[src/design/mtcp_pkg.sv]
// Shared types, codes and constants of the motor tuning command parser.
// No dependencies; used by every module of the block.
package mtcp_pkg;

    localparam int MOTOR_COUNT     = 4;
    localparam int FRACTION_DIGITS = 4;

    localparam int BYTE_W  = 8;
    localparam int KIND_W  = 2;
    localparam int MOTOR_W = 3;
    localparam int SEL_W   = 2;
    localparam int INDEX_W = 3;
    localparam int MAG_W   = 47;
    localparam int VALUE_W = 48;
    localparam int FRAC_W  = 3;
    localparam int FC_DEPTH = 8;
    localparam int SCALE_W = 21;
    localparam int CFG_ADDR_W = 1;
    localparam int OUT_DATA_W = 56;

    localparam longint unsigned MAG_MAX = 64'h0000_7FFF_FFFF_FFFF;
    localparam logic [VALUE_W-1:0] VALUE_POS_MAX = 48'h7FFF_FFFF_FFFF;
    localparam logic [VALUE_W-1:0] VALUE_NEG_MAX = 48'h8000_0000_0001;

    // Register indexes of the configuration port.
    localparam logic [CFG_ADDR_W-1:0] REG_START_CHAR = 1'd0;
    localparam logic [CFG_ADDR_W-1:0] REG_END_CHAR   = 1'd1;

    localparam logic [BYTE_W-1:0] START_CHAR_RESET = 8'h23;
    localparam logic [BYTE_W-1:0] END_CHAR_RESET   = 8'h21;

    localparam logic [BYTE_W-1:0] CH_EQUALS = 8'h3D;
    localparam logic [BYTE_W-1:0] CH_MINUS  = 8'h2D;
    localparam logic [BYTE_W-1:0] CH_DOT    = 8'h2E;
    localparam logic [BYTE_W-1:0] CH_P      = 8'h50;
    localparam logic [BYTE_W-1:0] CH_V      = 8'h56;
    localparam logic [BYTE_W-1:0] CH_ZERO   = 8'h30;
    localparam logic [BYTE_W-1:0] CH_FOUR   = 8'h34;
    localparam logic [BYTE_W-1:0] CH_NINE   = 8'h39;

    localparam logic [KIND_W-1:0] KIND_MOTOR   = 2'd0;
    localparam logic [KIND_W-1:0] KIND_PARAM   = 2'd1;
    localparam logic [KIND_W-1:0] KIND_UNKNOWN = 2'd2;

    typedef enum logic [7:0] {
        PH_IDLE  = 8'b0000_0001,
        PH_START = 8'b0000_0010,
        PH_GROUP = 8'b0000_0100,
        PH_SEEK  = 8'b0000_1000,
        PH_VSIGN = 8'b0001_0000,
        PH_VINT  = 8'b0010_0000,
        PH_VFRAC = 8'b0100_0000,
        PH_MOTOR = 8'b1000_0000
    } phase_t;

    // Everything the output stage needs to build one result.
    typedef struct packed {
        logic                 valid;
        logic [KIND_W-1:0]    kind;
        logic [MOTOR_W-1:0]   motor;
        logic                 loop_group;
        logic [INDEX_W-1:0]   param_index;
        logic                 negative;
        logic [MAG_W-1:0]     magnitude;
        logic [FRAC_W-1:0]    frac_count;
        logic                 clipped;
    } emit_req_t;

    function automatic longint unsigned pow10(input int unsigned n);
        longint unsigned p;
        p = 1;
        for (int unsigned i = 0; i < n; i++) begin
            p = p * 10;
        end
        return p;
    endfunction

endpackage

[src/design/mtcp_parser.sv]
// Packet state machine and value accumulator of the motor tuning command parser.
// Depends on mtcp_pkg; feeds result requests to mtcp_out.
module mtcp_parser
(
    input  logic                                clk,
    input  logic                                rst_n,
    input  logic                                cfg_we,
    input  logic [mtcp_pkg::CFG_ADDR_W-1:0]     cfg_addr,
    input  logic [mtcp_pkg::BYTE_W-1:0]         cfg_wdata,
    input  logic                                byte_fire,
    input  logic [mtcp_pkg::BYTE_W-1:0]         rx_byte,
    output mtcp_pkg::emit_req_t                 emit_req
);

    localparam int MW = mtcp_pkg::MAG_W;

    mtcp_pkg::phase_t                   phase_reg, phase_next;
    logic [mtcp_pkg::BYTE_W-1:0]        start_char_reg;
    logic [mtcp_pkg::BYTE_W-1:0]        end_char_reg;
    logic [mtcp_pkg::SEL_W-1:0]         sel_motor_reg, sel_motor_next;
    logic [mtcp_pkg::BYTE_W-1:0]        motor_acc_reg, motor_acc_next;
    logic [mtcp_pkg::BYTE_W-1:0]        group_reg, group_next;
    logic [mtcp_pkg::BYTE_W-1:0]        index_reg, index_next;
    logic                               neg_reg, neg_next;
    logic [MW-1:0]                      mag_reg, mag_next;
    logic [mtcp_pkg::FRAC_W-1:0]        frac_reg, frac_next;
    logic                               clip_reg, clip_next;

    logic                               is_digit;
    logic [3:0]                         digit;
    logic [MW+3:0]                      push_sum;
    logic                               push_over;
    logic [MW-1:0]                      push_mag;
    logic [8:0]                         acc_sum;
    logic                               group_ok;
    logic                               index_ok;
    logic                               acc_ok;
    logic [mtcp_pkg::SEL_W-1:0]         acc_sel;

    assign is_digit = (rx_byte >= mtcp_pkg::CH_ZERO) && (rx_byte <= mtcp_pkg::CH_NINE);
    assign digit    = rx_byte[3:0];

    // magnitude * 10 + digit; anything above 47 bits means the magnitude clips.
    assign push_sum  = {1'b0, mag_reg, 3'b000} + {3'b000, mag_reg, 1'b0}
                     + {{MW{1'b0}}, digit};
    assign push_over = (push_sum[MW+3:MW] != 4'd0);
    assign push_mag  = push_over ? {MW{1'b1}} : push_sum[MW-1:0];

    assign acc_sum  = {motor_acc_reg[5:0], 3'b000} + {motor_acc_reg[7:0], 1'b0}
                    + {5'd0, digit};

    assign group_ok = (group_reg == mtcp_pkg::CH_P) || (group_reg == mtcp_pkg::CH_V);
    assign index_ok = (index_reg >= mtcp_pkg::CH_ZERO) && (index_reg <= mtcp_pkg::CH_FOUR);
    assign acc_ok   = (motor_acc_reg != 8'd0)
                    && (motor_acc_reg <= 8'(mtcp_pkg::MOTOR_COUNT));
    assign acc_sel  = acc_ok ? mtcp_pkg::SEL_W'(motor_acc_reg - 8'd1) : '0;

    always_comb
    begin
        phase_next     = phase_reg;
        sel_motor_next = sel_motor_reg;
        motor_acc_next = motor_acc_reg;
        group_next     = group_reg;
        index_next     = index_reg;
        neg_next       = neg_reg;
        mag_next       = mag_reg;
        frac_next      = frac_reg;
        clip_next      = clip_reg;

        emit_req             = '0;
        emit_req.motor       = {1'b0, sel_motor_reg} + 3'd1;
        emit_req.negative    = neg_reg;
        emit_req.magnitude   = mag_reg;
        emit_req.frac_count  = frac_reg;
        emit_req.clipped     = clip_reg;

        if (byte_fire) begin
            if (rx_byte == start_char_reg) begin
                // A second start right after the first opens a motor select.
                if (phase_reg == mtcp_pkg::PH_START) begin
                    motor_acc_next = '0;
                    phase_next     = mtcp_pkg::PH_MOTOR;
                end
                else begin
                    phase_next = mtcp_pkg::PH_START;
                end
            end
            else begin
                unique case (phase_reg)
                    mtcp_pkg::PH_IDLE:
                    begin
                        phase_next = mtcp_pkg::PH_IDLE;
                    end
                    mtcp_pkg::PH_START:
                    begin
                        if (rx_byte == end_char_reg) begin
                            phase_next = mtcp_pkg::PH_IDLE;
                        end
                        else begin
                            group_next = rx_byte;
                            phase_next = mtcp_pkg::PH_GROUP;
                        end
                    end
                    mtcp_pkg::PH_GROUP, mtcp_pkg::PH_SEEK:
                    begin
                        if (rx_byte == end_char_reg) begin
                            phase_next = mtcp_pkg::PH_IDLE;
                        end
                        else begin
                            if (phase_reg == mtcp_pkg::PH_GROUP) begin
                                index_next = rx_byte;
                                phase_next = mtcp_pkg::PH_SEEK;
                            end
                            if (rx_byte == mtcp_pkg::CH_EQUALS) begin
                                neg_next   = 1'b0;
                                mag_next   = '0;
                                frac_next  = '0;
                                clip_next  = 1'b0;
                                phase_next = mtcp_pkg::PH_VSIGN;
                            end
                        end
                    end
                    mtcp_pkg::PH_VSIGN, mtcp_pkg::PH_VINT, mtcp_pkg::PH_VFRAC:
                    begin
                        if (rx_byte == end_char_reg) begin
                            emit_req.valid = 1'b1;
                            if (group_ok && index_ok) begin
                                emit_req.kind        = mtcp_pkg::KIND_PARAM;
                                emit_req.loop_group  = (group_reg == mtcp_pkg::CH_V);
                                emit_req.param_index = index_reg[2:0];
                            end
                            else begin
                                emit_req.kind = mtcp_pkg::KIND_UNKNOWN;
                            end
                            phase_next = mtcp_pkg::PH_IDLE;
                        end
                        else if (phase_reg == mtcp_pkg::PH_VSIGN
                                 && rx_byte == mtcp_pkg::CH_MINUS) begin
                            neg_next   = 1'b1;
                            phase_next = mtcp_pkg::PH_VINT;
                        end
                        else if (is_digit) begin
                            if (phase_reg == mtcp_pkg::PH_VFRAC) begin
                                // Fraction digits past the kept count are dropped.
                                if (frac_reg < mtcp_pkg::FRAC_W'(mtcp_pkg::FRACTION_DIGITS))
                                begin
                                    mag_next  = push_mag;
                                    clip_next = clip_reg | push_over;
                                    frac_next = frac_reg + 3'd1;
                                end
                            end
                            else begin
                                mag_next   = push_mag;
                                clip_next  = clip_reg | push_over;
                                phase_next = mtcp_pkg::PH_VINT;
                            end
                        end
                        else if (rx_byte == mtcp_pkg::CH_DOT) begin
                            phase_next = mtcp_pkg::PH_VFRAC;
                        end
                        else if (phase_reg == mtcp_pkg::PH_VSIGN) begin
                            phase_next = mtcp_pkg::PH_VINT;
                        end
                    end
                    mtcp_pkg::PH_MOTOR:
                    begin
                        if (rx_byte == end_char_reg) begin
                            sel_motor_next      = acc_sel;
                            emit_req.valid      = 1'b1;
                            emit_req.kind       = mtcp_pkg::KIND_MOTOR;
                            emit_req.motor      = {1'b0, acc_sel} + 3'd1;
                            emit_req.negative   = 1'b0;
                            emit_req.magnitude  = '0;
                            emit_req.clipped    = 1'b0;
                            phase_next          = mtcp_pkg::PH_IDLE;
                        end
                        else if (is_digit) begin
                            // The number saturates at 255, which never names a motor.
                            if (motor_acc_reg > 8'd25 || acc_sum > 9'd255) begin
                                motor_acc_next = 8'd255;
                            end
                            else begin
                                motor_acc_next = acc_sum[7:0];
                            end
                        end
                    end
                    default:
                    begin
                        phase_next = mtcp_pkg::PH_IDLE;
                    end
                endcase
            end
        end
    end

    always_ff @(posedge clk or negedge rst_n)
    begin
        if (!rst_n) begin
            start_char_reg <= mtcp_pkg::START_CHAR_RESET;
            end_char_reg   <= mtcp_pkg::END_CHAR_RESET;
        end
        else if (cfg_we) begin
            unique case (cfg_addr)
                mtcp_pkg::REG_START_CHAR: start_char_reg <= cfg_wdata;
                mtcp_pkg::REG_END_CHAR:   end_char_reg   <= cfg_wdata;
                default:                  start_char_reg <= start_char_reg;
            endcase
        end
    end

    always_ff @(posedge clk or negedge rst_n)
    begin
        if (!rst_n) begin
            phase_reg     <= mtcp_pkg::PH_IDLE;
            sel_motor_reg <= '0;
            motor_acc_reg <= '0;
            group_reg     <= '0;
            index_reg     <= '0;
            neg_reg       <= 1'b0;
            mag_reg       <= '0;
            frac_reg      <= '0;
            clip_reg      <= 1'b0;
        end
        else begin
            phase_reg     <= phase_next;
            sel_motor_reg <= sel_motor_next;
            motor_acc_reg <= motor_acc_next;
            group_reg     <= group_next;
            index_reg     <= index_next;
            neg_reg       <= neg_next;
            mag_reg       <= mag_next;
            frac_reg      <= frac_next;
            clip_reg      <= clip_next;
        end
    end

endmodule

[src/design/mtcp_out.sv]
// Result stage of the motor tuning command parser: fraction padding, sign,
// saturation and the output register. Depends on mtcp_pkg.
module mtcp_out
(
    input  logic                                clk,
    input  logic                                rst_n,
    input  mtcp_pkg::emit_req_t                 emit_req,
    input  logic                                out_ready,
    output logic                                out_valid,
    output logic [mtcp_pkg::KIND_W-1:0]         kind,
    output logic [mtcp_pkg::MOTOR_W-1:0]        motor,
    output logic                                loop_group,
    output logic [mtcp_pkg::INDEX_W-1:0]        param_index,
    output logic [mtcp_pkg::VALUE_W-1:0]        value,
    output logic                                saturated
);

    localparam int SW = mtcp_pkg::SCALE_W;
    localparam int MW = mtcp_pkg::MAG_W;

    logic signed [SW-1:0]       scale_pos_tab [mtcp_pkg::FC_DEPTH];
    logic signed [SW-1:0]       scale_neg_tab [mtcp_pkg::FC_DEPTH];
    logic [MW-1:0]              limit_tab     [mtcp_pkg::FC_DEPTH];

    // Padding to the full fraction count multiplies by 10^(digits missing).
    for (genvar i = 0; i < mtcp_pkg::FC_DEPTH; i++) begin : g_scale
        localparam int unsigned PadDigits =
            (i <= mtcp_pkg::FRACTION_DIGITS) ? (mtcp_pkg::FRACTION_DIGITS - i) : 0;
        localparam longint unsigned Scale = mtcp_pkg::pow10(PadDigits);
        localparam longint unsigned Limit = mtcp_pkg::MAG_MAX / Scale;
        localparam longint NegScale = -longint'(Scale);
        assign scale_pos_tab[i] = SW'(Scale);
        assign scale_neg_tab[i] = SW'(NegScale);
        assign limit_tab[i]     = MW'(Limit);
    end

    logic signed [SW-1:0]       scale_sel;
    logic signed [MW+SW:0]      product;
    logic                       pad_over;
    logic [mtcp_pkg::VALUE_W-1:0] value_next;
    logic                       valid_reg;
    logic [mtcp_pkg::KIND_W-1:0]  kind_reg;
    logic [mtcp_pkg::MOTOR_W-1:0] motor_reg;
    logic                       group_reg;
    logic [mtcp_pkg::INDEX_W-1:0] index_reg;
    logic [mtcp_pkg::VALUE_W-1:0] value_reg;
    logic                       sat_reg;

    // The sign rides on the scale constant so a single multiply gives the value.
    assign scale_sel = emit_req.negative ? scale_neg_tab[emit_req.frac_count]
                                         : scale_pos_tab[emit_req.frac_count];
    assign product   = $signed({1'b0, emit_req.magnitude}) * scale_sel;
    assign pad_over  = emit_req.magnitude > limit_tab[emit_req.frac_count];

    always_comb
    begin
        if (pad_over) begin
            value_next = emit_req.negative ? mtcp_pkg::VALUE_NEG_MAX
                                           : mtcp_pkg::VALUE_POS_MAX;
        end
        else begin
            value_next = product[mtcp_pkg::VALUE_W-1:0];
        end
    end

    always_ff @(posedge clk or negedge rst_n)
    begin
        if (!rst_n) begin
            valid_reg <= 1'b0;
        end
        else if (emit_req.valid) begin
            valid_reg <= 1'b1;
        end
        else if (out_ready) begin
            valid_reg <= 1'b0;
        end
    end

    always_ff @(posedge clk)
    begin
        if (emit_req.valid) begin
            kind_reg  <= emit_req.kind;
            motor_reg <= emit_req.motor;
            group_reg <= emit_req.loop_group;
            index_reg <= emit_req.param_index;
            value_reg <= value_next;
            sat_reg   <= emit_req.clipped | pad_over;
        end
    end

    assign out_valid   = valid_reg;
    assign kind        = kind_reg;
    assign motor       = motor_reg;
    assign loop_group  = group_reg;
    assign param_index = index_reg;
    assign value       = value_reg;
    assign saturated   = sat_reg;

endmodule

[src/design/motor_tuning_command_parser.sv]
// Top level of the motor tuning command parser.
// Depends on mtcp_pkg, mtcp_parser and mtcp_out.
//
// Usage:
// Received serial bytes enter on the s_axis channel, one byte per request.
// Two packet kinds are recognized: "##n!" selects motor n, and
// "#Gk=[-]ddd.dddd!" sets parameter k of loop group G. Each closing byte of a
// complete packet produces one result on the m_axis channel; every other byte
// produces none. The start and end bytes can be changed through the write
// port (index 0 start, index 1 end) while the block is idle.
// Throughput is one byte per cycle while the receiver does not stall; the state
// machine updates in the cycle a byte is taken. A result shows up in the cycle
// after its closing byte is taken, from a single output register that also holds
// the padded, signed and saturated value.
// When the receiver stalls, the pending result holds and s_axis_tready drops
// until the result is taken; if the receiver takes it in the same cycle a new
// byte is accepted alongside. Reset returns the parser to idle, selects motor
// one, restores the default delimiters and empties the output register.
module motor_tuning_command_parser
(
    input  logic                                clk,
    input  logic                                rst_n,
    input  logic                                cfg_we,
    input  logic [mtcp_pkg::CFG_ADDR_W-1:0]     cfg_addr,
    input  logic [mtcp_pkg::BYTE_W-1:0]         cfg_wdata,
    input  logic                                s_axis_tvalid,
    output logic                                s_axis_tready,
    input  logic [mtcp_pkg::BYTE_W-1:0]         s_axis_tdata,   // [7:0] rx_byte
    output logic                                m_axis_tvalid,
    input  logic                                m_axis_tready,
    // [2:0] motor, [3] loop_group, [6:4] param_index, [54:7] value, [55] saturated
    output logic [mtcp_pkg::OUT_DATA_W-1:0]     m_axis_tdata,
    output logic [mtcp_pkg::KIND_W-1:0]         m_axis_tuser    // [1:0] kind
);

    mtcp_pkg::emit_req_t                emit_req;
    logic                               byte_fire;
    logic [mtcp_pkg::MOTOR_W-1:0]       motor;
    logic                               loop_group;
    logic [mtcp_pkg::INDEX_W-1:0]       param_index;
    logic [mtcp_pkg::VALUE_W-1:0]       value;
    logic                               saturated;

    assign s_axis_tready = !m_axis_tvalid || m_axis_tready;
    assign byte_fire     = s_axis_tvalid && s_axis_tready;

    mtcp_parser u_parser
    (
        .clk       (clk),
        .rst_n     (rst_n),
        .cfg_we    (cfg_we),
        .cfg_addr  (cfg_addr),
        .cfg_wdata (cfg_wdata),
        .byte_fire (byte_fire),
        .rx_byte   (s_axis_tdata),
        .emit_req  (emit_req)
    );

    mtcp_out u_out
    (
        .clk         (clk),
        .rst_n       (rst_n),
        .emit_req    (emit_req),
        .out_ready   (m_axis_tready),
        .out_valid   (m_axis_tvalid),
        .kind        (m_axis_tuser),
        .motor       (motor),
        .loop_group  (loop_group),
        .param_index (param_index),
        .value       (value),
        .saturated   (saturated)
    );

    assign m_axis_tdata = {saturated, value, param_index, loop_group, motor};

endmodule

[config.mk]
export PLATFORM = sky130hd
export DESIGN_NAME = motor_tuning_command_parser
export DESIGN_NICKNAME = d
export VERILOG_FILES = /design/src/design/mtcp_pkg.sv /design/src/design/mtcp_parser.sv /design/src/design/mtcp_out.sv /design/src/design/motor_tuning_command_parser.sv
export SDC_FILE = /design/constraint.sdc
export NUM_CORES = 2
export LEC_CHECK = 0
export BUFFER_PORTS_ARGS = -buffer_cell sky130_fd_sc_hd__buf_2
export CAP_MARGIN = 20
export CORE_ASPECT_RATIO = 0.6
export CORE_MARGIN = 4
export CORE_UTILIZATION = 32
export CTS_BUF_LIST = sky130_fd_sc_hd__clkbuf_8 sky130_fd_sc_hd__clkbuf_16
export CTS_CLUSTER_DIAMETER = 40
export CTS_CLUSTER_SIZE = 28
export DETAILED_ROUTE_END_ITERATION = 12
export GPL_TIMING_DRIVEN = 1
export PLACE_DENSITY = 0.53
export SYNTH_ARGS = -nofsm -noshare
export SYNTH_HDL_FRONTEND = slang
export SYNTH_SLANG_ARGS = --single-unit
[constraint.sdc]
create_clock -name clk -period 10.77 [get_ports clk]
set_clock_uncertainty 0.15 [all_clocks]
set_input_delay 0.5385 -clock clk [delete_from_list [all_inputs] [get_ports clk]]
set_output_delay 0.5385 -clock clk [all_outputs]
set_load 0.02 [all_outputs]
==> impl_metrics.env <==
export IMPL_cts_root_buf="clkbuf_16"
export IMPL_p_total_mw=4.17
export IMPL_setup_violations=0
export IMPL_clockBufferDepth=2
export IMPL_antenna_found_initial=1
export IMPL_core_sq_um=108000
export IMPL_ir_worst_vdd_mv=0.153
export IMPL_rsz0062_at_grt="false"
export IMPL_yosysSeqAreaShare_pct=12.4
export IMPL_final_util_pct=35.0
export IMPL_tightestPinTransition_ns=1.13
export IMPL_crit_fanout=31
export IMPL_wirelength_um=108000
export IMPL_fill_cells=11200
export IMPL_final_cell_mix="inv_1, fa_1, nand2_1, ha_1, a21oi_1"
export IMPL_antenna_cells=0
export IMPL_die_h_um=263
export IMPL_wl_per_cell_um=20.4
export IMPL_yosys_warnings=0
export IMPL_arrival_ns=10.44
export IMPL_cap_violations=0
export IMPL_p_leak_nw=19.8
export IMPL_synth_top_area_cell="fa_1"
export IMPL_postCtsSetupBuffers=0
export IMPL_worstSetupEndpointType="register"
export IMPL_viasPerCell=4.89
export IMPL_drive_gt1_share_pct=6.57
export IMPL_cp_required_ns=10.84
export IMPL_powerDensity_nw_per_um2=111
export IMPL_ant_nets=0
export IMPL_grt_ovfl_total=0
export IMPL_finalHoldViolations=0
export IMPL_synth_edff_count=58
export IMPL_fmax_mhz=96.4
export IMPL_synth_area_leaders="fa_1, ha_1, inv_1, dfrtp_1, nand2_1"
export IMPL_cts_sinks=161
export IMPL_gp_congestion=0.925
export IMPL_die_w_um=434
export IMPL_place_area_sq_um=37000
export IMPL_pin_count=82
export IMPL_cp_top_family="adder cells"
export IMPL_htree_levels=4
export IMPL_final_nets=4863
export IMPL_grt_max_degree=72
export IMPL_slowest_stage="a31oi_1"
export IMPL_syn_cell_area_sq_um=34800
export IMPL_cts_made_buffers=17
export IMPL_clk_latency_ns=0.53
export IMPL_port_buffers=81
export IMPL_first_global_vias=27000
export IMPL_synth_top_area_share_pct=37.4
export IMPL_drt_first_pass_iters=6
export IMPL_num_vias=26000
export IMPL_instances_no_fill=5305
export IMPL_slew_violations=0
export IMPL_largest_register_ffs=48
export IMPL_netlist_instances=3843
export IMPL_synthArstFlopShare_pct=64.0
export IMPL_clk_pin_slew_worst_paths_ns=0.08
export IMPL_ys_ff_latch=161
export IMPL_slew_headroom_pct=24.0
export IMPL_grt_pass1_wl_um=171000
export IMPL_numPlacedInstances=5272
export IMPL_syn_nets=4839
export IMPL_period_share_pct=96.3
export IMPL_first_iter_violations=2343
export IMPL_synth_flop_cell="dfrtp_1"
export IMPL_hpwlAfterDp_um=90700
export IMPL_final_area_sq_um=37600
export IMPL_worstSetupPathType="reg2reg"
export IMPL_grt_use_total_pct=19.7
export IMPL_crit_buf_inv=6
export IMPL_drc=0
export IMPL_num_rows=93
export IMPL_die_area_sq_um=114000
export IMPL_initial_core_util_pct=32.3
export IMPL_cpMostUsedCell="fa_1"
export IMPL_start_kind="register"
export IMPL_area_delta_synth_final_pct=8.12
export IMPL_final_common_cell="inv_1"
export IMPL_fin_crit_ns=10.37
export IMPL_cts_tree="yes"
export IMPL_status="completed"
export IMPL_max_stage_delay_ns=0.72
export IMPL_syn_avg_cell_area_sq_um=9.05
export IMPL_min_path_type="in2reg"
export IMPL_tns_ns=0
export IMPL_yosysUniqueCellTypes=79
per-layer routing:
metal  global-route usage (%)  routed length (um)  vias up
met2                     25.5               40400      885
li1                         -                   -    12000
met4                     2.65                 924        0
met3                     5.16                9440       53
met5                        0                   0        -
met1                     32.5               57500    13100
what timing repair did:
| item | CTS | global route |
|---|---|---|
| setup endpoints to repair | 0 | 1 |
| endpoints found under the hold margin | 32 | 0 |
| gates resized for setup | 0 | 1 |
| hold buffers | 1 | 0 |
final cells by class:
| class | count | area, sq um | area share [%] |
|---|---|---|---|
| Timing Repair Buffer | 147 | 906 | 2.41 |
| Inverter | 930 | 3490 | 9.29 |
| Multi-Input combinational cell | 2610 | 26500 | 70.4 |
| Sequential cell | 161 | 4330 | 11.5 |
| Clock inverter | 15 | 178 | 0.473 |
| Tap cell | 1425 | 1780 | 4.74 |
| Clock buffer | 17 | 425 | 1.13 |
kinds of logic after synthesis:
kind of cell | count (synthesis) | share of synthesized area [%]
buf+inv | 1072 | 11.7
simple gates | 881 | 11.3
flops | 161 | 12.4
xor+xnor | 165 | 4.28
fa+ha+maj | 976 | 49.1
compound gates | 545 | 9.82
mux | 43 | 1.39
cell usage after synthesis, types with 23 or more instances:
cell type	instances
a21o_1	79
a21oi_1	188
and2_1	56
clkbuf_1	121
dfrtp_1	97
edfxtp_1	58
fa_1	649
ha_1	325
inv_1	919
mux2_2	38
nand2_1	480
nand3_1	38
nand4_1	36
nor2_1	149
nor3_1	27
o21a_1	23
o21ai_0	117
xnor2_1	91
xor2_1	71
through the flow:
step | setup slack [ns] | hold WS [ns]
detailed placement | 0.405 | 0.337
CTS | 0.683 | 0.0732
floorplan | 2.00 | 0.0929
global placement | 0.548 | 0.330
global route | 0.0530 | 0.0949
finish | 0.402 | 0.123
final timing paths:
path,startpoint,endpoint,slack [ns],cells after the start
max in group asynchronous,rst_n,u_parser.index_reg[6],8.73,3
max reg2reg,u_parser.phase_reg[3],u_out.value[39],0.40,30
min in group asynchronous,rst_n,u_parser.mag_reg[35],0.36,2
max,u_parser.phase_reg[3],u_out.value[39],0.40,30
min reg2reg,u_parser.motor_acc_reg[7],u_parser.motor_acc_reg[7],0.35,2
min,cfg_wdata[5],u_parser.start_char_reg[5],0.12,2
where the power goes:
group | switching [mW] | internal (mW) | total (mW) | leakage, nW
Combinational | 1.74 | 0.942 | 2.68 | 17.6
Clock | 0.371 | 0.318 | 0.689 | 0.297
Sequential | 0.0832 | 0.723 | 0.807 | 1.87
Note: power is estimated with default switching activity, not from simulation.
